`src/sv/minv_pkg.sv`:
```
// minv_pkg: shared types and constants for the modular inverse block
// used by the interfaces, the sequencer, the datapath and the top level
`timescale 1ns / 1ps
`default_nettype none

package minv_pkg;

    localparam int MINV_MOD_BITS   = 31;
    localparam int MINV_VALUE_BITS = 32;

    // sequencer states
    typedef enum logic [2:0] {
        S_IDLE,
        S_ALIGN,
        S_SUB,
        S_SWAP,
        S_FIX,
        S_WRAP,
        S_FINISH
    } t_state;

    // datapath operations issued by the sequencer
    typedef enum logic [2:0] {
        DP_HOLD,
        DP_LOAD,
        DP_ALIGN,
        DP_SUB,
        DP_SWAP,
        DP_FIX,
        DP_WRAP
    } t_dp_op;

    // datapath status seen by the sequencer
    typedef struct packed {
        logic borrow;
        logic k_zero;
        logic rem_gt1;
        logic rem_zero;
        logic mod_small;
    } t_dp_stat;

endpackage

`default_nettype wire

```
`src/sv/minv_if.sv`:
```
// minv_in_if / minv_out_if: valid/ready channels of the modular inverse block
// depends on minv_pkg
`timescale 1ns / 1ps
`default_nettype none

interface minv_in_if #(
    parameter int MOD_BITS = minv_pkg::MINV_MOD_BITS
);
    import minv_pkg::*;

    logic                       valid;
    logic                       ready;
    logic [MINV_VALUE_BITS-1:0] value;
    logic [MOD_BITS-1:0]        modulus;

    modport source (output valid, output value, output modulus, input ready);
    modport sink   (input valid, input value, input modulus, output ready);
endinterface

interface minv_out_if #(
    parameter int MOD_BITS = minv_pkg::MINV_MOD_BITS
);
    logic                valid;
    logic                ready;
    logic [MOD_BITS-1:0] inverse_value;
    logic                no_inverse;

    modport source (output valid, output inverse_value, output no_inverse, input ready);
    modport sink   (input valid, input inverse_value, input no_inverse, output ready);
endinterface

`default_nettype wire

```
`src/sv/modular_inverse_32.sv`:
```
// modular_inverse_32: modular inverse by the extended euclidean algorithm
// steps: each euclid step aligns the divisor, subtracts one quotient bit at a time and swaps, then
// sign fix, wrap and finish follow; a modulus below 2 goes straight to finish, and a value that
// reduces to zero ends with no inverse; align and subtract use the one shared subtractor
// throughput: one item at a time, input ready only while idle, after each result is loaded
// reset: synchronous active-low i_rst_n clears the sequencer and the output valid
`timescale 1ns / 1ps
`default_nettype none

module modular_inverse_32 #(
    parameter int MOD_BITS = minv_pkg::MINV_MOD_BITS
) (
    input  wire logic i_clk,
    input  wire logic i_rst_n,
    minv_in_if.sink   i_in,
    minv_out_if.source o_out
);
    import minv_pkg::*;

    t_dp_op              w_op;
    t_dp_stat            w_stat;
    logic                w_in_ready;
    logic                w_res_load;
    logic                w_no_inv;
    logic                w_out_free;
    logic [MOD_BITS-1:0] w_result;

    // output holding register
    logic                r_out_valid;
    logic [MOD_BITS-1:0] r_inverse_value;
    logic                r_no_inverse;

    // output stage can take a new result when empty or being drained
    assign w_out_free = !r_out_valid || o_out.ready;

    // sequencer: load, align divisor, shift-subtract quotient bits, swap, fix sign, wrap and finish
    minv_ctrl u_ctrl (
        .i_clk      (i_clk),
        .i_rst_n    (i_rst_n),
        .i_in_valid (i_in.valid),
        .i_out_free (w_out_free),
        .i_stat     (w_stat),
        .o_op       (w_op),
        .o_in_ready (w_in_ready),
        .o_res_load (w_res_load),
        .o_no_inv   (w_no_inv)
    );

    // remainders, coefficients and the shared subtractor
    minv_dpath #(
        .MOD_BITS (MOD_BITS)
    ) u_dpath (
        .i_clk     (i_clk),
        .i_op      (w_op),
        .i_value   (i_in.value),
        .i_modulus (i_in.modulus),
        .o_stat    (w_stat),
        .o_result  (w_result)
    );

    assign i_in.ready = w_in_ready;

    // valid flag for the result transfer
    always_ff @(posedge i_clk) begin
        if (!i_rst_n) begin
            r_out_valid <= 1'b0;
        end else if (w_res_load) begin
            r_out_valid <= 1'b1;
        end else if (o_out.ready) begin
            r_out_valid <= 1'b0;
        end
    end

    // result payload, forced to zero when there is no inverse
    always_ff @(posedge i_clk) begin
        if (w_res_load) begin
            r_inverse_value <= w_no_inv ? '0 : w_result;
            r_no_inverse    <= w_no_inv;
        end
    end

    assign o_out.valid         = r_out_valid;
    assign o_out.inverse_value = r_inverse_value;
    assign o_out.no_inverse    = r_no_inverse;

endmodule

`default_nettype wire

```
`src/sv/minv_dpath.sv`:
```
// minv_dpath: euclid registers around one shared subtractor and one adder
// depends on minv_pkg
`timescale 1ns / 1ps
`default_nettype none

module minv_dpath #(
    parameter int MOD_BITS = minv_pkg::MINV_MOD_BITS
) (
    input  wire logic                                 i_clk,
    input  var minv_pkg::t_dp_op                      i_op,
    input  wire logic [minv_pkg::MINV_VALUE_BITS-1:0] i_value,
    input  wire logic [MOD_BITS-1:0]                  i_modulus,
    output minv_pkg::t_dp_stat                        o_stat,
    output logic [MOD_BITS-1:0]                       o_result
);
    import minv_pkg::*;

    localparam int UW = MOD_BITS + 1;
    localparam int RW = (UW > MINV_VALUE_BITS) ? UW : MINV_VALUE_BITS;
    localparam int SW = RW + 1;
    localparam int KW = $clog2(RW + 1);

    logic [RW-1:0]       r_ra;
    logic [RW-1:0]       r_rb;
    logic [RW-1:0]       r_d;
    logic [MOD_BITS-1:0] r_e;
    logic [UW-1:0]       r_ua;
    logic [UW-1:0]       r_ub;
    logic [KW-1:0]       r_k;
    logic [MOD_BITS-1:0] r_m;
    logic                r_neg;

    logic [SW-1:0] w_sub_a;
    logic [SW-1:0] w_sub_b;
    logic [SW:0]   w_diff;
    logic          w_borrow;

    // shared subtractor, operands picked per operation
    always_comb begin
        w_sub_a = '0;
        w_sub_b = '0;
        unique case (i_op)
            DP_ALIGN: begin
                w_sub_a = SW'(r_ra);
                w_sub_b = {r_d, 1'b0};
            end
            DP_SUB: begin
                w_sub_a = SW'(r_ra);
                w_sub_b = SW'(r_d);
            end
            DP_FIX: begin
                w_sub_a = SW'(r_m);
                w_sub_b = SW'(r_ub);
            end
            DP_WRAP: begin
                w_sub_a = SW'(r_ua);
                w_sub_b = SW'(r_m);
            end
            default: begin
            end
        endcase
    end

    assign w_diff   = {1'b0, w_sub_a} - {1'b0, w_sub_b};
    assign w_borrow = w_diff[SW];

    assign o_stat.borrow    = w_borrow;
    assign o_stat.k_zero    = (r_k == '0);
    assign o_stat.rem_gt1   = (r_ra[RW-1:1] != '0);
    assign o_stat.rem_zero  = (r_ra == '0);
    assign o_stat.mod_small = (i_modulus[MOD_BITS-1:1] == '0);
    assign o_result         = r_ua[MOD_BITS-1:0];

    always_ff @(posedge i_clk) begin
        unique case (i_op)
            DP_LOAD: begin
                // first pass divides value by modulus, coefficients set so the
                // swap leaves (m, value mod m) with coefficients 0 and 1
                r_ra  <= RW'(i_value);
                r_rb  <= RW'(i_modulus);
                r_d   <= RW'(i_modulus);
                r_e   <= '0;
                r_ua  <= UW'(1);
                r_ub  <= '0;
                r_k   <= '0;
                r_neg <= 1'b1;
                r_m   <= i_modulus;
            end
            DP_ALIGN: begin
                if (!w_borrow) begin
                    r_d <= {r_d[RW-2:0], 1'b0};
                    r_e <= {r_e[MOD_BITS-2:0], 1'b0};
                    r_k <= r_k + KW'(1);
                end
            end
            DP_SUB: begin
                if (!w_borrow) begin
                    r_ra <= w_diff[RW-1:0];
                    r_ua <= r_ua + UW'(r_e);
                end
                r_d <= r_d >> 1;
                r_e <= r_e >> 1;
                if (r_k != '0) begin
                    r_k <= r_k - KW'(1);
                end
            end
            DP_SWAP: begin
                r_ra  <= r_rb;
                r_rb  <= r_ra;
                r_ua  <= r_ub;
                r_ub  <= r_ua;
                r_d   <= r_ra;
                r_e   <= r_ua[MOD_BITS-1:0];
                r_k   <= '0;
                r_neg <= ~r_neg;
            end
            DP_FIX: begin
                r_ua <= r_neg ? w_diff[UW-1:0] : r_ub;
            end
            DP_WRAP: begin
                if (!w_borrow) begin
                    r_ua <= w_diff[UW-1:0];
                end
            end
            default: begin
            end
        endcase
    end

endmodule

`default_nettype wire

```
`src/sv/minv_ctrl.sv`:
```
// minv_ctrl: sequencer stepping the datapath through euclid divisions
// depends on minv_pkg
`timescale 1ns / 1ps
`default_nettype none

module minv_ctrl (
    input  wire logic         i_clk,
    input  wire logic         i_rst_n,
    input  wire logic         i_in_valid,
    input  wire logic         i_out_free,
    input  var minv_pkg::t_dp_stat i_stat,
    output minv_pkg::t_dp_op  o_op,
    output logic              o_in_ready,
    output logic              o_res_load,
    output logic              o_no_inv
);
    import minv_pkg::*;

    t_state r_state;
    t_state n_state;
    logic   r_no_inv;
    logic   n_no_inv;

    // next state
    always_comb begin
        n_state  = r_state;
        n_no_inv = r_no_inv;
        unique case (r_state)
            S_IDLE: begin
                if (i_in_valid) begin
                    n_no_inv = i_stat.mod_small;
                    n_state  = i_stat.mod_small ? S_FINISH : S_ALIGN;
                end
            end
            S_ALIGN: begin
                if (i_stat.borrow) begin
                    n_state = S_SUB;
                end
            end
            S_SUB: begin
                if (i_stat.k_zero) begin
                    n_state = S_SWAP;
                end
            end
            S_SWAP: begin
                priority if (i_stat.rem_gt1) begin
                    n_state = S_ALIGN;
                end else if (i_stat.rem_zero) begin
                    n_no_inv = 1'b1;
                    n_state  = S_FINISH;
                end else begin
                    n_state = S_FIX;
                end
            end
            S_FIX:    n_state = S_WRAP;
            S_WRAP:   n_state = S_FINISH;
            S_FINISH: begin
                if (i_out_free) begin
                    n_state = S_IDLE;
                end
            end
            default:  n_state = S_IDLE;
        endcase
    end

    // outputs
    always_comb begin
        o_op       = DP_HOLD;
        o_in_ready = 1'b0;
        o_res_load = 1'b0;
        unique case (r_state)
            S_IDLE: begin
                o_in_ready = 1'b1;
                if (i_in_valid) begin
                    o_op = DP_LOAD;
                end
            end
            S_ALIGN:  o_op = DP_ALIGN;
            S_SUB:    o_op = DP_SUB;
            S_SWAP:   o_op = DP_SWAP;
            S_FIX:    o_op = DP_FIX;
            S_WRAP:   o_op = DP_WRAP;
            S_FINISH: o_res_load = i_out_free;
            default:  o_op = DP_HOLD;
        endcase
    end

    assign o_no_inv = r_no_inv;

    always_ff @(posedge i_clk) begin
        if (!i_rst_n) begin
            r_state  <= S_IDLE;
            r_no_inv <= 1'b0;
        end else begin
            r_state  <= n_state;
            r_no_inv <= n_no_inv;
        end
    end

endmodule

`default_nettype wire

```
`src/flat_wrapper.sv`:
```
// flat-port wrapper written by rule: the top's interface ports become plain ports
module modular_inverse_32_flat import minv_pkg::*;
#(
    parameter int MOD_BITS = minv_pkg::MINV_MOD_BITS
)
  (i_clk, i_rst_n, i_in_valid, i_in_value, i_in_modulus, i_in_ready, o_out_valid, o_out_inverse_value, o_out_no_inverse, o_out_ready);
  minv_in_if #(.MOD_BITS(MOD_BITS)) i_in_i ();
  minv_out_if #(.MOD_BITS(MOD_BITS)) o_out_i ();
  input  wire logic i_clk;
  input  wire logic i_rst_n;
  input wire logic [$bits(i_in_i.valid)-1:0] i_in_valid;
  input wire logic [$bits(i_in_i.value)-1:0] i_in_value;
  input wire logic [$bits(i_in_i.modulus)-1:0] i_in_modulus;
  output wire logic [$bits(i_in_i.ready)-1:0] i_in_ready;
  output wire logic [$bits(o_out_i.valid)-1:0] o_out_valid;
  output wire logic [$bits(o_out_i.inverse_value)-1:0] o_out_inverse_value;
  output wire logic [$bits(o_out_i.no_inverse)-1:0] o_out_no_inverse;
  input wire logic [$bits(o_out_i.ready)-1:0] o_out_ready;
  assign i_in_i.valid = i_in_valid;
  assign i_in_i.value = i_in_value;
  assign i_in_i.modulus = i_in_modulus;
  assign i_in_ready = i_in_i.ready;
  assign o_out_valid = o_out_i.valid;
  assign o_out_inverse_value = o_out_i.inverse_value;
  assign o_out_no_inverse = o_out_i.no_inverse;
  assign o_out_i.ready = o_out_ready;
  modular_inverse_32 #(.MOD_BITS(MOD_BITS)) u_core (.i_clk(i_clk), .i_rst_n(i_rst_n), .i_in(i_in_i), .o_out(o_out_i));
endmodule
```
`config.mk`:
```
export PLATFORM = sky130hd
export DESIGN_NAME = modular_inverse_32_flat
export DESIGN_NICKNAME = d
export VERILOG_FILES = /design/src/sv/minv_pkg.sv /design/src/sv/minv_if.sv /design/src/sv/modular_inverse_32.sv /design/src/sv/minv_dpath.sv /design/src/sv/minv_ctrl.sv /design/src/flat_wrapper.sv
export SDC_FILE = /design/constraint.sdc
export NUM_CORES = 1
export LEC_CHECK = 0
export ABC_CLOCK_PERIOD_IN_PS = 18900
export BUFFER_PORTS_ARGS = -buffer_cell sky130_fd_sc_hd__buf_2
export CAP_MARGIN = 20
export CORE_AREA = 4 4 172 174
export DETAILED_ROUTE_END_ITERATION = 10
export DIE_AREA = 0 0 176 178
export PLACE_DENSITY = 0.82
export SYNTH_ARGS = -nofsm -noshare
export SYNTH_HDL_FRONTEND = slang
export SYNTH_HIERARCHICAL = 1
export SYNTH_SLANG_ARGS = --single-unit
```
`constraint.sdc`:
```
create_clock -name i_clk -period 18.9 [get_ports i_clk]
set_clock_uncertainty 0.05 [all_clocks]
set_input_delay 0.945 -clock i_clk [delete_from_list [all_inputs] [get_ports i_clk]]
set_output_delay 0.945 -clock i_clk [all_outputs]
set_load 0.02 [all_outputs]
```
==> metrics.md, run 1 <==
| Metric | Value |
|---|---|
| Outcome | finished, final reports clean |
| H-tree depth | 1 |
| Hold WC Path Type | flop to flop |
| Share of cells above drive strength 1 | between 10 and 15% |
| Post-CTS sizing | 0 |
| Yosys warnings | 6 |
| I/O pin total | approximately 100 |
| Max_slew headroom | around 25% |
| Crit Path Category | flop to flop |
| Largest family of logic cells by synthesized area | compound AO/OA/AOI/OAI gates |
| Initial antenna violation count | 2 |
| Tcrit/Tclk final | 41.86% |
| Min Tclk post-route | around 7.9 ns |
| Via count | between 10k and 15k |
| Largest net degree at the start of global routing | 61 |
| Core Area | between 0.02 and 0.03 mm2 |
| Antenna diode count | 0 |
| Register area share after synthesis | 47.52% |
| WL per Instance | 25.78 um |
| Hold Buf Count CTS | 0 |
| Post-synthesis mux area share | about 3.8% |
| RSZ-0062 raised after global routing | no |
| Initial DRC Count | about 2k |
| Required time of the critical path | roughly 19 ns |
| Max-cap viol count | 0 |
| Worst setup SP type | flop |
| # clock sinks | roughly 270 |
| Starting Density | around three fifths |
| Layout Nets | ~1.8k |
| Buffers on Ports | 100 |
| Total grt overflow | 0 |
| Crit-path max FO | 54 |
| Post-DRT Antenna Nets | 0 |
| Drc violations | 0 |
| Crit. End Element | flop |
| FF+latch count, synth | 266 |
| Synthesized cell area | approximately 0.017 mm2 |
| Adder-cell area share of the yosys netlist | 5.109% |
| Post-layout util | between 60 and 70% |
| Die Footprint | ~0.031 mm2 |
| Syn avg cell area | 10.45 um2 |
| CTS Root Buffer Type | clkbuf_16 |
| Drt pass-1 iters | 5 |
| CTS tree | yes |
| Placed insts | 1972 |
| Mapped Cells | roughly 1.6k |
| Ys async rst share | 0% |
| GPL Wtd Cong | ~0.95 |
| Synth-to-layout area growth | 9.551% |
| Fin. Hold Viols | 0 |
| Number of flops mapped to enable cells by yosys | about 260 |
| Via-to-Cell Ratio | ~7 |
| First-pass GRT wire length | 79.96 mm |
| Fin cells | between 2k and 2.5k |
| Vias in the first global route | about 14k |
| Post-Route WL | ~52 mm |
| XOR/XNOR share of the synthesized area | under 10% |
| Gr usage total | between 30 and 40% |
| Worst-margin pin slew | 1.121 ns |
| Worst-path clk slew | roughly 0.060 ns |
| Die Wd | approximately 180 um |
| Distinct cells, synth | 78 |
| # setup viols final | 0 |
| Max clock buf depth | 3 |
| Post-DP HPWL | between 30 and 40 mm |
| Worst EP arrival | ~8 ns |
| Achievable frequency | approximately 130 MHz |
| Hold slack | between 0.5 and 0.6 ns |
| Syn_nets | approximately 1.7k |
| Rows | just over 60 |
| Die Y-Extent | ~180 um |
| Worst skew pair latency | 0.57 ns |
| Compound-gate portion of the synthesized area | 23.00% |
| TNS Setup | 0 ns |
| Number of setup buffers added after CTS | 0 |
| Main synth FF type | edfxtp_1 |
| Simple-Gate Fraction of Synth Area | between 10% and 20% |
| Final slew viol count | 0 |
| CTS buffer count | 29 |
## cells by family after synthesis
logic type / count (synthesis)
AO/OA/AOI/OAI: 531
XOR/XNOR: 53
adder cells (fa/ha/maj): 67
buffers and inverters: 154
flip-flops: 266
multiplexers: 63
AND/OR/NAND/NOR: 465
## cells in the final DEF, fill, tap and decap left out, drive strengths merged, types with 26 or more instances in the layout
cell / instances
edfxtp: 261
nand2: 204
buf: 126
a22o: 95
a21oi: 87
o21ai: 75
nor2: 67
ha: 65
mux2i: 62
nor2b: 50
o21bai: 44
and3: 43
a22oi: 38
o211ai: 37
a221oi: 36
xnor2: 35
clkbuf: 33
a21o: 32
inv: 26
## Yosys cell counts (11+ instances only)
| cell type | n | share of area, % |
|---|---|---|
| nand3_1 | 15 | 0.45 |
| nand2_1 | 204 | 4.6 |
| a21o_1 | 32 | 1.4 |
| a221oi_1 | 35 | 1.8 |
| clkbuf_1 | 77 | 1.7 |
| and3_1 | 43 | 1.6 |
| a22oi_1 | 38 | 1.7 |
| edfxtp_1 | 261 | 47 |
| a211oi_1 | 11 | 0.49 |
| mux2i_1 | 62 | 3.7 |
| buf_1 | 14 | 0.31 |
| nor4_1 | 16 | 0.60 |
| nor2b_1 | 49 | 1.8 |
| a22o_1 | 95 | 5.0 |
| xor2_1 | 18 | 0.94 |
| o21ai_1 | 31 | 0.93 |
| o211ai_1 | 37 | 1.7 |
| inv_1 | 24 | 0.54 |
| nor3_1 | 15 | 0.45 |
| buf_4 | 31 | 1.4 |
| a21oi_1 | 84 | 2.5 |
| nand2b_1 | 16 | 0.60 |
| ha_1 | 65 | 4.9 |
| o21bai_1 | 44 | 2.0 |
| xnor2_1 | 35 | 1.8 |
| nor2_1 | 67 | 1.5 |
| o21ai_0 | 43 | 1.3 |
## worst max-delay path, stage by stage (launching register included)
cell and delay, ns:
dfxtp_1 0.80, nor3_1 0.23, a211oi_4 0.24, buf_4 0.38, buf_4 0.86, nand2_1 0.26
nor2_2 0.64, buf_4 0.38, a22o_1 0.19, a221oi_1 0.05, ha_1 0.47, nand2_1 0.09
o21ai_0 0.32, a31oi_1 0.14, o22a_1 0.22, o311ai_1 0.09, a21o_1 0.19, a21oi_1 0.25
o31ai_4 0.85, buf_4 0.72
## worst paths after layout
check	from	endpoint	slack, ns	cells after the start
setup / recovery	u_core/u_ctrl/r_state[1]$_SDFFE_PN0P_	u_core/u_dpath/r_d[14]$_DFFE_PP_	10.99	19
hold / removal	u_core/o_out.valid$_SDFFE_PN0P_	u_core/o_out.valid$_SDFFE_PN0P_	0.50	2
setup reg to reg	u_core/u_ctrl/r_state[1]$_SDFFE_PN0P_	u_core/u_dpath/r_d[14]$_DFFE_PP_	10.99	19
hold reg to reg	u_core/o_out.valid$_SDFFE_PN0P_	u_core/o_out.valid$_SDFFE_PN0P_	0.50	2
## metrics by stage
stage	area, um2	worst slack, ns
after floorplan	16700	9.388
after global placement	17370	11.16
after detailed placement	17370	11.02
after CTS	18270	11.11
after global routing	18300	10.47
final	18300	10.99
## registers in the layout, indices dropped and copies added, names as in the netlist
name / cells
u_core/u_ctrl/o_no_inv: 1
u_core/o_out.inverse_value: 31
u_core/u_dpath/r_m: 31
u_core/u_ctrl/r_state: 3
u_core/u_dpath/r_ua: 32
u_core/u_dpath/r_rb: 32
u_core/u_dpath/r_d: 32
u_core/u_dpath/r_k: 6
u_core/o_out.no_inverse: 1
u_core/u_dpath/r_e: 31
u_core/u_dpath/r_ub: 32
u_core/u_dpath/r_neg: 1
u_core/o_out.valid: 1
u_core/u_dpath/r_ra: 32
## layer usage
| layer | up-vias | routed length, um | GRT usage (%) |
|---|---|---|---|
| met4 | 2 | 2781 | 14.68 |
| met1 | 6778 | 20430 | 45.23 |
| met3 | 210 | 6277 | 7.482 |
| li1 | 6206 | - | - |
| met5 | - | 13 | 0 |
| met2 | 1025 | 22770 | 49.93 |
## cell type report
type | count | area (um2)
inverters | 24 | 90.09
flip-flops and latches | 266 | 7938
repair buffers | 126 | 715.7
multi-input cells | 1179 | 8178
clock buffers | 33 | 740.7
fillers | 2205 | 9483
well taps | 378 | 473.0
clock inverters | 21 | 163.9
Power of run 1 is left out: the tool's default activity adds up to more than one toggle a clock period on the data nets, which glitch-free logic cannot reach.
==> run 2, diff against run 1 <==
--- a/config.mk
+++ b/config.mk
@@ -5,13 +5,14 @@
 export SDC_FILE = /design/constraint.sdc
 export NUM_CORES = 1
 export LEC_CHECK = 0
-export ABC_CLOCK_PERIOD_IN_PS = 18900
+export ABC_AREA = 1
+export ABC_CLOCK_PERIOD_IN_PS = 6340
 export BUFFER_PORTS_ARGS = -buffer_cell sky130_fd_sc_hd__buf_2
 export CAP_MARGIN = 20
-export CORE_AREA = 4 4 172 174
+export CORE_AREA = 4 4 183 185
 export DETAILED_ROUTE_END_ITERATION = 10
-export DIE_AREA = 0 0 176 178
-export PLACE_DENSITY = 0.82
+export DIE_AREA = 0 0 187 189
+export PLACE_DENSITY = 0.81
 export SYNTH_ARGS = -nofsm -noshare
 export SYNTH_HDL_FRONTEND = slang
 export SYNTH_HIERARCHICAL = 1
==> constraint.sdc (replaced) <==
create_clock -name i_clk -period 6.34 [get_ports i_clk]
set_clock_uncertainty 0.05 [all_clocks]
set_input_delay 0.317 -clock i_clk [delete_from_list [all_inputs] [get_ports i_clk]]
set_output_delay 0.317 -clock i_clk [all_outputs]
set_load 0.02 [all_outputs]
==> run 2 against run 1 <==
Against the previous run:
- wire length rose by 11%
- synthesized cell count increased by 47%
- area after synthesis up 7.5%
- via count rose by 19%
- design area up 10%
- hold slack got worse by 0.47 ns
- utilization fell by 2.9 points
- fmax rose by 57%
- die area up 13%
==> metrics.md, run 2 <==
| Metric | Value |
|---|---|
| Outcome | finished, final reports clean (unchanged) |
| Post-DP HPWL | 43.03 mm (was 35.24 mm) |
| H-tree depth | 1 (unchanged) |
| Syn_nets | 2483 (was 1733) |
| Register area share after synthesis | 44.20% (was 47.52%) |
| Final slew viol count | 0 (unchanged) |
| I/O pin total | 101 (unchanged) |
| Core Area | 0.03204 mm2 (was 0.02778 mm2) |
| Starting Density | 56.04% (was 60.12%) |
| Mapped Cells | 2349 (was 1599) |
| Worst skew pair latency | 0.58 ns (was 0.57 ns) |
| Worst r2r src | u_core/u_ctrl/r_state[1]$_SDFFE_PN0P_ (unchanged) |
| Die Wd | 187 um (was 176 um) |
| Worst EP arrival | 5.25 ns (was 8.04 ns) |
| Worst Hold End | u_core/u_dpath/r_ra[25]$_DFFE_PP_ (was u_core/o_out.valid$_SDFFE_PN0P_) |
| Achievable frequency | 198.4 MHz (was 126.4 MHz) |
| Crit-path max FO | 47 (was 54) |
| Die Y-Extent | 189 um (was 178 um) |
| Syn avg cell area | 7.645 um2 (was 10.45 um2) |
| Drc violations | 0 (unchanged) |
| Hold slack | 0.03211 ns (was 0.5005 ns) |
| # clock sinks | 266 (unchanged) |
| Worst hold start | i_in_value[25] (was u_core/o_out.valid$_SDFFE_PN0P_) |
| Post-Route WL | 58.05 mm (was 52.26 mm) |
| Top-count cell post-synth | nand2_1 (was edfxtp_1) |
| TNS Setup | 0 ns (unchanged) |
| Number of flops mapped to enable cells by yosys | 261 (unchanged) |
| Largest net degree at the start of global routing | 79 (was 61) |
| CTS tree | yes (unchanged) |
| CTS Root Buffer Type | clkbuf_16 (unchanged) |
| # setup viols final | 0 (unchanged) |
| Buffers on Ports | 100 (unchanged) |
| Post-synth top area share | 43.65% (was 46.92%) |
| Register-to-Register Path Depth | 23 (was 19) |
| Via count | 16.91k (was 14.22k) |
| Most common cell after layout, fill and taps aside | nand2_1 (was edfxtp_1) |
| Main synth FF type | edfxtp_1 (unchanged) |
| Max_slew headroom | 26.98% (was 24.91%) |
| Worst setup SP type | flop (unchanged) |
| Initial DRC Count | 2130 (was 1953) |
| Crit. End Element | flop (unchanged) |
| Share of cells above drive strength 1 | 8.290% (was 12.80%) |
| Min Tclk post-route | 5.039 ns (was 7.912 ns) |
| Distinct cells, synth | 46 (was 78) |
| Number of setup buffers added after CTS | 0 (unchanged) |
| Fillers | 2773 (was 2205) |
| Yosys warnings | 6 (unchanged) |
| Drt pass-1 iters | 6 (was 5) |
| Antenna diode count | 0 (unchanged) |
| WL per Instance | 20.07 um (was 25.78 um) |
| First-pass GRT wire length | 89.59 mm (was 79.96 mm) |
| Synth-to-layout area growth | 12.33% (was 9.551%) |
| Top cells by area, synth | edfxtp_1 (44%), nand2_1 (15%), inv_1 (8.7%), ha_1 (4.5%), nor2_1 (4.5%) (was edfxtp_1 (47%), a22o_1 (5.0%), ha_1 (4.9%), nand2_1 (4.6%), mux2i_1 (3.7%)) |
| Vias in the first global route | 16.24k (was 13.80k) |
| Total grt overflow | 0 (unchanged) |
| Gr usage total | 32.17% (was 32.78%) |
| R2r setup slk | 1.30 ns (was 10.99 ns) |
| Worst-margin pin slew | 1.085 ns (was 1.121 ns) |
| Ys async rst share | 0% (unchanged) |
| CTS buffer count | 31 (was 29) |
| Crit Path Category | flop to flop (unchanged) |
| Sequential cell area | 0.007938 mm2 (unchanged) |
| Hold WC Path Type | input pin to flop (was flop to flop) |
| Multi-input logic area | 0.007879 mm2 (was 0.008178 mm2) |
| Initial antenna violation count | 0 (was 2) |
| RSZ-0062 raised after global routing | no (unchanged) |
| Required time of the critical path | 6.55 ns (was 19.03 ns) |
| Via-to-Cell Ratio | 5.845 (was 7.016) |
| Reg-to-Reg End | u_core/u_dpath/r_ra[17]$_DFFE_PP_ (was u_core/u_dpath/r_d[14]$_DFFE_PP_) |
| Top post-synthesis cells by count | nand2_1 (731), inv_1 (415), edfxtp_1 (261) (was edfxtp_1 (261), nand2_1 (204), a22o_1 (95)) |
| Layout Nets | 2596 (was 1760) |
| Hold Path Depth | 3 (was 2) |
| Cell taking the most area after synthesis | edfxtp_1 (unchanged) |
| Max-cap viol count | 0 (unchanged) |
| Post-DRT Antenna Nets | 0 (unchanged) |
| Max clock buf depth | 3 (unchanged) |
| Worst-path clk slew | 0.06 ns (about the same) |
| GPL Wtd Cong | 1.006 (was 0.9489) |
| Most frequent cells in the layout | nand2_1 (731), inv_1 (414), edfxtp_1 (261), nor2_1 (212), nand3_1 (156) (was edfxtp_1 (261), nand2_1 (203), buf_2 (100), a22o_1 (95), a21oi_1 (82)) |
| FF+latch count, synth | 266 (unchanged) |
| Die Footprint | 0.03534 mm2 (was 0.03133 mm2) |
| Synthesized cell area | 0.01796 mm2 (was 0.01670 mm2) |
| Tcrit/Tclk final | 79.48% (was 41.86%) |
| Rows | 66 (was 61) |
| Fin. Hold Viols | 0 (unchanged) |
-- run 2: metrics by stage --
| stage | area (um2) | instances | worst slack (ns) | utilization (%) |
|---|---|---|---|---|
| global placement | 18620 | 2781 | 1.503 | 58.10 |
| global route | 20170 | 2893 | 0.9209 | 62.96 |
| detailed placement | 18620 | 2781 | 1.361 | 58.10 |
| finish | 20170 | 2893 | 1.301 | 62.96 |
| CTS | 20170 | 2893 | 1.352 | 62.96 |
| floorplan | 17960 | 2349 | 0.5688 | - |
-- run 2: worst max-delay path by stage --
stage | slack, ns | start | cells past startpoint | end
detailed placement | 1.36 | u_core/u_ctrl/r_state[1]$_SDFFE_PN0P_ | 23 | u_core/u_dpath/r_ra[7]$_DFFE_PP_
CTS | 1.35 | u_core/u_ctrl/r_state[1]$_SDFFE_PN0P_ | 23 | u_core/u_dpath/r_ra[17]$_DFFE_PP_
finish | 1.30 | u_core/u_ctrl/r_state[1]$_SDFFE_PN0P_ | 23 | u_core/u_dpath/r_ra[17]$_DFFE_PP_
global route | 0.92 | u_core/u_ctrl/r_state[1]$_SDFFE_PN0P_ | 23 | u_core/u_dpath/r_ra[20]$_DFFE_PP_
floorplan | 0.57 | u_core/u_ctrl/r_state[1]$_SDFFE_PN0P_ | 13 | u_core/u_dpath/r_d[0]$_DFFE_PP_
global placement | 1.50 | u_core/u_ctrl/r_state[1]$_SDFFE_PN0P_ | 23 | u_core/u_dpath/r_ra[7]$_DFFE_PP_
-- run 2: what timing repair did --
| item | CTS | global route |
|---|---|---|
| gates resized for setup | 0 | 0 |
| endpoints found under the hold margin | 57 | 0 |
| hold buffers | 56 | 0 |
-- run 2: area by class of cell --
| type | count | share of cell area (%) |
|---|---|---|
| clock buffer | 38 | 3.976 |
| clock inverter | 18 | 0.9552 |
| inverter | 428 | 7.964 |
| multi-input combinational | 1558 | 39.06 |
| sequential | 266 | 39.35 |
| tap | 408 | 2.531 |
| timing repair buffer | 177 | 6.165 |
-- run 2: cell families (layout without fill, tap and decap cells) --
family                     Yosys count  in the layout  share of synthesized area, %
and+or+nand+nor                   1185           1185                         27.24
buffers and inverters              525            661                         12.16
adders and majority gates           67             67                         4.752
DFF                                266            266                         44.20
xor gates and xnor gates            17             17                        0.8291
AOI/OAI and AO/OA                  289            289                         10.82
-- run 2: worst max-delay path: stages, from the launching register on --
cell and delay [ns]:
dfxtp_1 0.36, inv_2 0.13, nand2_2 0.07, nor2_2 0.13, inv_2 0.05, o21ai_1 0.61
nor3_2 0.11, buf_4 0.27, inv_1 0.08, buf_4 0.46, nor2_1 0.09, a2111oi_0 0.36
ha_1 0.34, nand2_1 0.13, nor2_1 0.20, nand2_1 0.10, nor2_1 0.11, nand2_1 0.08
nand2_1 0.12, nand2_1 0.11, nand3_1 0.09, nand2_1 0.05, inv_1 0.31, buf_12 0.26
-- run 2: per-layer routing --
| layer | vias up | part of all wire (%) | global-route usage [%] |
|---|---|---|---|
| li1 | 7936 | - | - |
| met1 | 7820 | 42 | 46.93 |
| met3 | 129 | 13 | 6.858 |
| met2 | 1024 | 41 | 47.53 |
| met5 | - | 0 | 0 |
| met4 | 0 | 4.2 | 12.00 |
Power of run 2 is left out for the same reason.
==> run 3, diff against run 2 <==
--- a/config.mk
+++ b/config.mk
@@ -5,14 +5,14 @@
 export SDC_FILE = /design/constraint.sdc
 export NUM_CORES = 1
 export LEC_CHECK = 0
-export ABC_AREA = 1
-export ABC_CLOCK_PERIOD_IN_PS = 6340
+export ABC_AREA = 0
+export ABC_CLOCK_PERIOD_IN_PS = 4800
 export BUFFER_PORTS_ARGS = -buffer_cell sky130_fd_sc_hd__buf_2
 export CAP_MARGIN = 20
-export CORE_AREA = 4 4 183 185
+export CORE_AREA = 4 4 172 174
 export DETAILED_ROUTE_END_ITERATION = 10
-export DIE_AREA = 0 0 187 189
-export PLACE_DENSITY = 0.81
+export DIE_AREA = 0 0 176 178
+export PLACE_DENSITY = 0.82
 export SYNTH_ARGS = -nofsm -noshare
 export SYNTH_HDL_FRONTEND = slang
 export SYNTH_HIERARCHICAL = 1
==> constraint.sdc (replaced) <==
create_clock -name i_clk -period 4.8 [get_ports i_clk]
set_clock_uncertainty 0.05 [all_clocks]
set_input_delay 0.24 -clock i_clk [delete_from_list [all_inputs] [get_ports i_clk]]
set_output_delay 0.24 -clock i_clk [all_outputs]
set_load 0.02 [all_outputs]
==> run 3 against run 2 <==
Against the previous run:
- flip-flop and latch count unchanged
- die area shrank 11%
- wire length decreased by 5.3%
- first-iteration DRC count is 0.52% higher
- global-route usage grew 1.9 points
- utilization rose by 7.8 points
- via count decreased by 11%
- count of clock-buffer cells in the layout is 4 higher
- cell count fell by 26%
- largest cell class is now multi-input combinational cells
==> metrics.md, run 3 (same netlist as run 1, synthesis figures left out) <==
| Metric | Value |
|---|---|
| Final slew viol count | 0 (unchanged) |
| Post-Route WL | 55.00 mm (was 58.05 mm) |
| Core Area | 0.02778 mm2 (was 0.03204 mm2) |
| Tcrit/Tclk final | 96.57% (was 79.48%) |
| Worst-margin pin slew | 1.123 ns (was 1.085 ns) |
| Rows | 61 (was 66) |
| Hold WC Path Type | input pin to flop (unchanged) |
| Share of cells above drive strength 1 | 15.88% (was 8.290%) |
| H-tree depth | 1 (unchanged) |
| RSZ-0062 raised after global routing | yes (was no) |
| Worst skew pair latency | 0.58 ns (about the same) |
| Post-DP HPWL | 36.35 mm (was 43.03 mm) |
| Drt pass-1 iters | 6 (unchanged) |
| Max-cap viol count | 0 (unchanged) |
| Via count | 15.03k (was 16.91k) |
| Starting Density | 60.12% (was 56.04%) |
| Achievable frequency | 215.7 MHz (was 198.4 MHz) |
| Antenna diode count | 0 (unchanged) |
| Most common cell after layout, fill and taps aside | edfxtp_1 (was nand2_1) |
| Worst-path clk slew | 0.06 ns (about the same) |
| Die Y-Extent | 178 um (was 189 um) |
| Vias in the first global route | 14.75k (was 16.24k) |
| CTS buffer count | 30 (was 31) |
| Min Tclk post-route | 4.635 ns (was 5.039 ns) |
| Outcome | finished, final reports clean (unchanged) |
| Total grt overflow | 0 (unchanged) |
| Worst setup SP type | flop (unchanged) |
| CTS Root Buffer Type | clkbuf_16 (unchanged) |
| Via-to-Cell Ratio | 6.998 (was 5.845) |
| Multi-input logic area | 0.008300 mm2 (was 0.007879 mm2) |
| Largest net degree at the start of global routing | 73 (was 79) |
| TNS Setup | 0 ns (unchanged) |
| Crit Path Category | flop to flop (unchanged) |
| Dpl ws | 0.03113 ns (was 1.361 ns) |
| Synth-to-layout area growth | 17.60% (was 12.33%) |
| Layout Nets | 1880 (was 2596) |
| Post-DRT Antenna Nets | 0 (unchanged) |
| CTS tree | yes (unchanged) |
| Buffers on Ports | 100 (unchanged) |
| Fin. Hold Viols | 0 (unchanged) |
| Fillers | 2012 (was 2773) |
| Crit-path max cell delay | 0.48 ns (was 0.61 ns) |
| # setup viols final | 0 (unchanged) |
| Slowest cell on the critical path | fa_1 (was o21ai_1) |
| WL per Instance | 25.60 um (was 20.07 um) |
| Sequential cell area | 0.007939 mm2 (was 0.007938 mm2) |
| Max_slew headroom | 25.12% (was 26.98%) |
| WP buf/inv | 3 (was 7) |
| Die Footprint | 0.03133 mm2 (was 0.03534 mm2) |
| I/O pin total | 101 (unchanged) |
| Crit-path max FO | 6 (was 47) |
| Hold slack | 0.04189 ns (was 0.03211 ns) |
| Initial antenna violation count | 0 (unchanged) |
| Crit. End Element | flop (unchanged) |
| Gr usage total | 34.09% (was 32.17%) |
| Die Wd | 176 um (was 187 um) |
| Drc violations | 0 (unchanged) |
| Required time of the critical path | 5.19 ns (was 6.55 ns) |
| # clock sinks | 266 (unchanged) |
| First-pass GRT wire length | 83.74 mm (was 89.59 mm) |
| Max clock buf depth | 3 (unchanged) |
| Fin worst setup slack | 0.1649 ns (was 1.301 ns) |
| Top Family by Delay on Critical Path | compound AO/OA/AOI/OAI gates (was buffers and inverters) |
| Initial DRC Count | 2141 (was 2130) |
| Most frequent cells in the layout | edfxtp_1 (261), nand2_1 (202), buf_2 (100), a22o_1 (95), a21oi_1 (78) (was nand2_1 (731), inv_1 (414), edfxtp_1 (261), nor2_1 (212), nand3_1 (156)) |
| GPL Wtd Cong | 0.9858 (was 1.006) |
| Worst EP arrival | 5.02 ns (was 5.25 ns) |
| CP cell instances | inv_1 -> nor2_1 -> o21bai_4 -> buf_4 -> nor2b_2 -> a22o_1 -> a22oi_1 -> ha_1 -> inv_1 -> fa_1 -> a21oi_2 -> o211ai_1 -> a31oi_2 -> a31oi_2 -> a311o_2 -> a221oi_4 -> nor2b_2 -> mux2_4 -> o21ai_2 (was inv_2 -> nand2_2 -> nor2_2 -> inv_2 -> o21ai_1 -> nor3_2 -> buf_4 -> inv_1 -> buf_4 -> nor2_1 -> a2111oi_0 -> ha_1 -> nand2_1 -> nor2_1 -> nand2_1 -> nor2_1 -> nand2_1 -> nand2_1 -> nand2_1 -> nand3_1 -> nand2_1 -> inv_1 -> buf_12) |
## run 3: layer usage
metal / share of wire [%] / vias up / wire [um] / GRT usage [%]
met1: 37 / 7160 / 20410 / 46.17
met5: 0 / - / 0 / 0
met3: 12 / 232 / 6849 / 6.083
li1: - / 6449 / - / -
met4: 4.9 / 0 / 2674 / 14.68
met2: 46 / 1191 / 25060 / 54.51
## run 3: worst paths after layout
kind / depth (start not counted) / endpoint / startpoint / slack (ns)
setup / recovery: 19 / u_core/u_dpath/r_ra[30]$_DFFE_PP_ / u_core/u_ctrl/r_state[0]$_SDFFE_PN0P_ / 0.16
hold / removal: 3 / u_core/u_dpath/r_ra[28]$_DFFE_PP_ / i_in_value[28] / 0.04
setup reg to reg: 19 / u_core/u_dpath/r_ra[30]$_DFFE_PP_ / u_core/u_ctrl/r_state[0]$_SDFFE_PN0P_ / 0.16
hold reg to reg: 2 / u_core/u_dpath/r_ra[1]$_DFFE_PP_ / u_core/u_dpath/r_rb[1]$_DFFE_PP_ / 0.50
## run 3: metrics by stage
stage | utilization, % | cell area, um2 | cells
after floorplan | - | 16900 | 1599
after global placement | 64.59 | 17940 | 2022
final | 70.71 | 19640 | 2148
after global routing | 70.71 | 19640 | 2148
after CTS | 70.16 | 19490 | 2141
after detailed placement | 64.59 | 17940 | 2022
## run 3: cell type report
class                           count  area share, %
Multi-Input combinational cell   1179          42.25
Sequential cell                   266          40.41
Timing Repair Buffer              245          9.803
Clock buffer                       42          4.159
Tap cell                          378          2.408
Clock inverter                     14         0.5032
Inverter                           24         0.4586
## run 3: what timing repair did
| item | 4_1_cts | 5_1_grt |
|---|---|---|
| buffers inserted | 0 | 4 |
| hold endpoints to repair | 96 | 0 |
| hold buffers | 63 | 0 |
| resized for setup | 0 | 13 |
| setup endpoints to repair | 0 | 146 |
## run 3: worst register-to-register path: cells and delay by family, from the launching register on
kind,cells,cell delay (ns)
adders and majority gates,2,0.68
muxes,1,0.31
buffers and inverters,3,0.38
DFF,1,0.40
and+or+nand+nor,3,0.35
AOI/OAI and AO/OA,10,2.32
Power of run 3 is left out for the same reason.
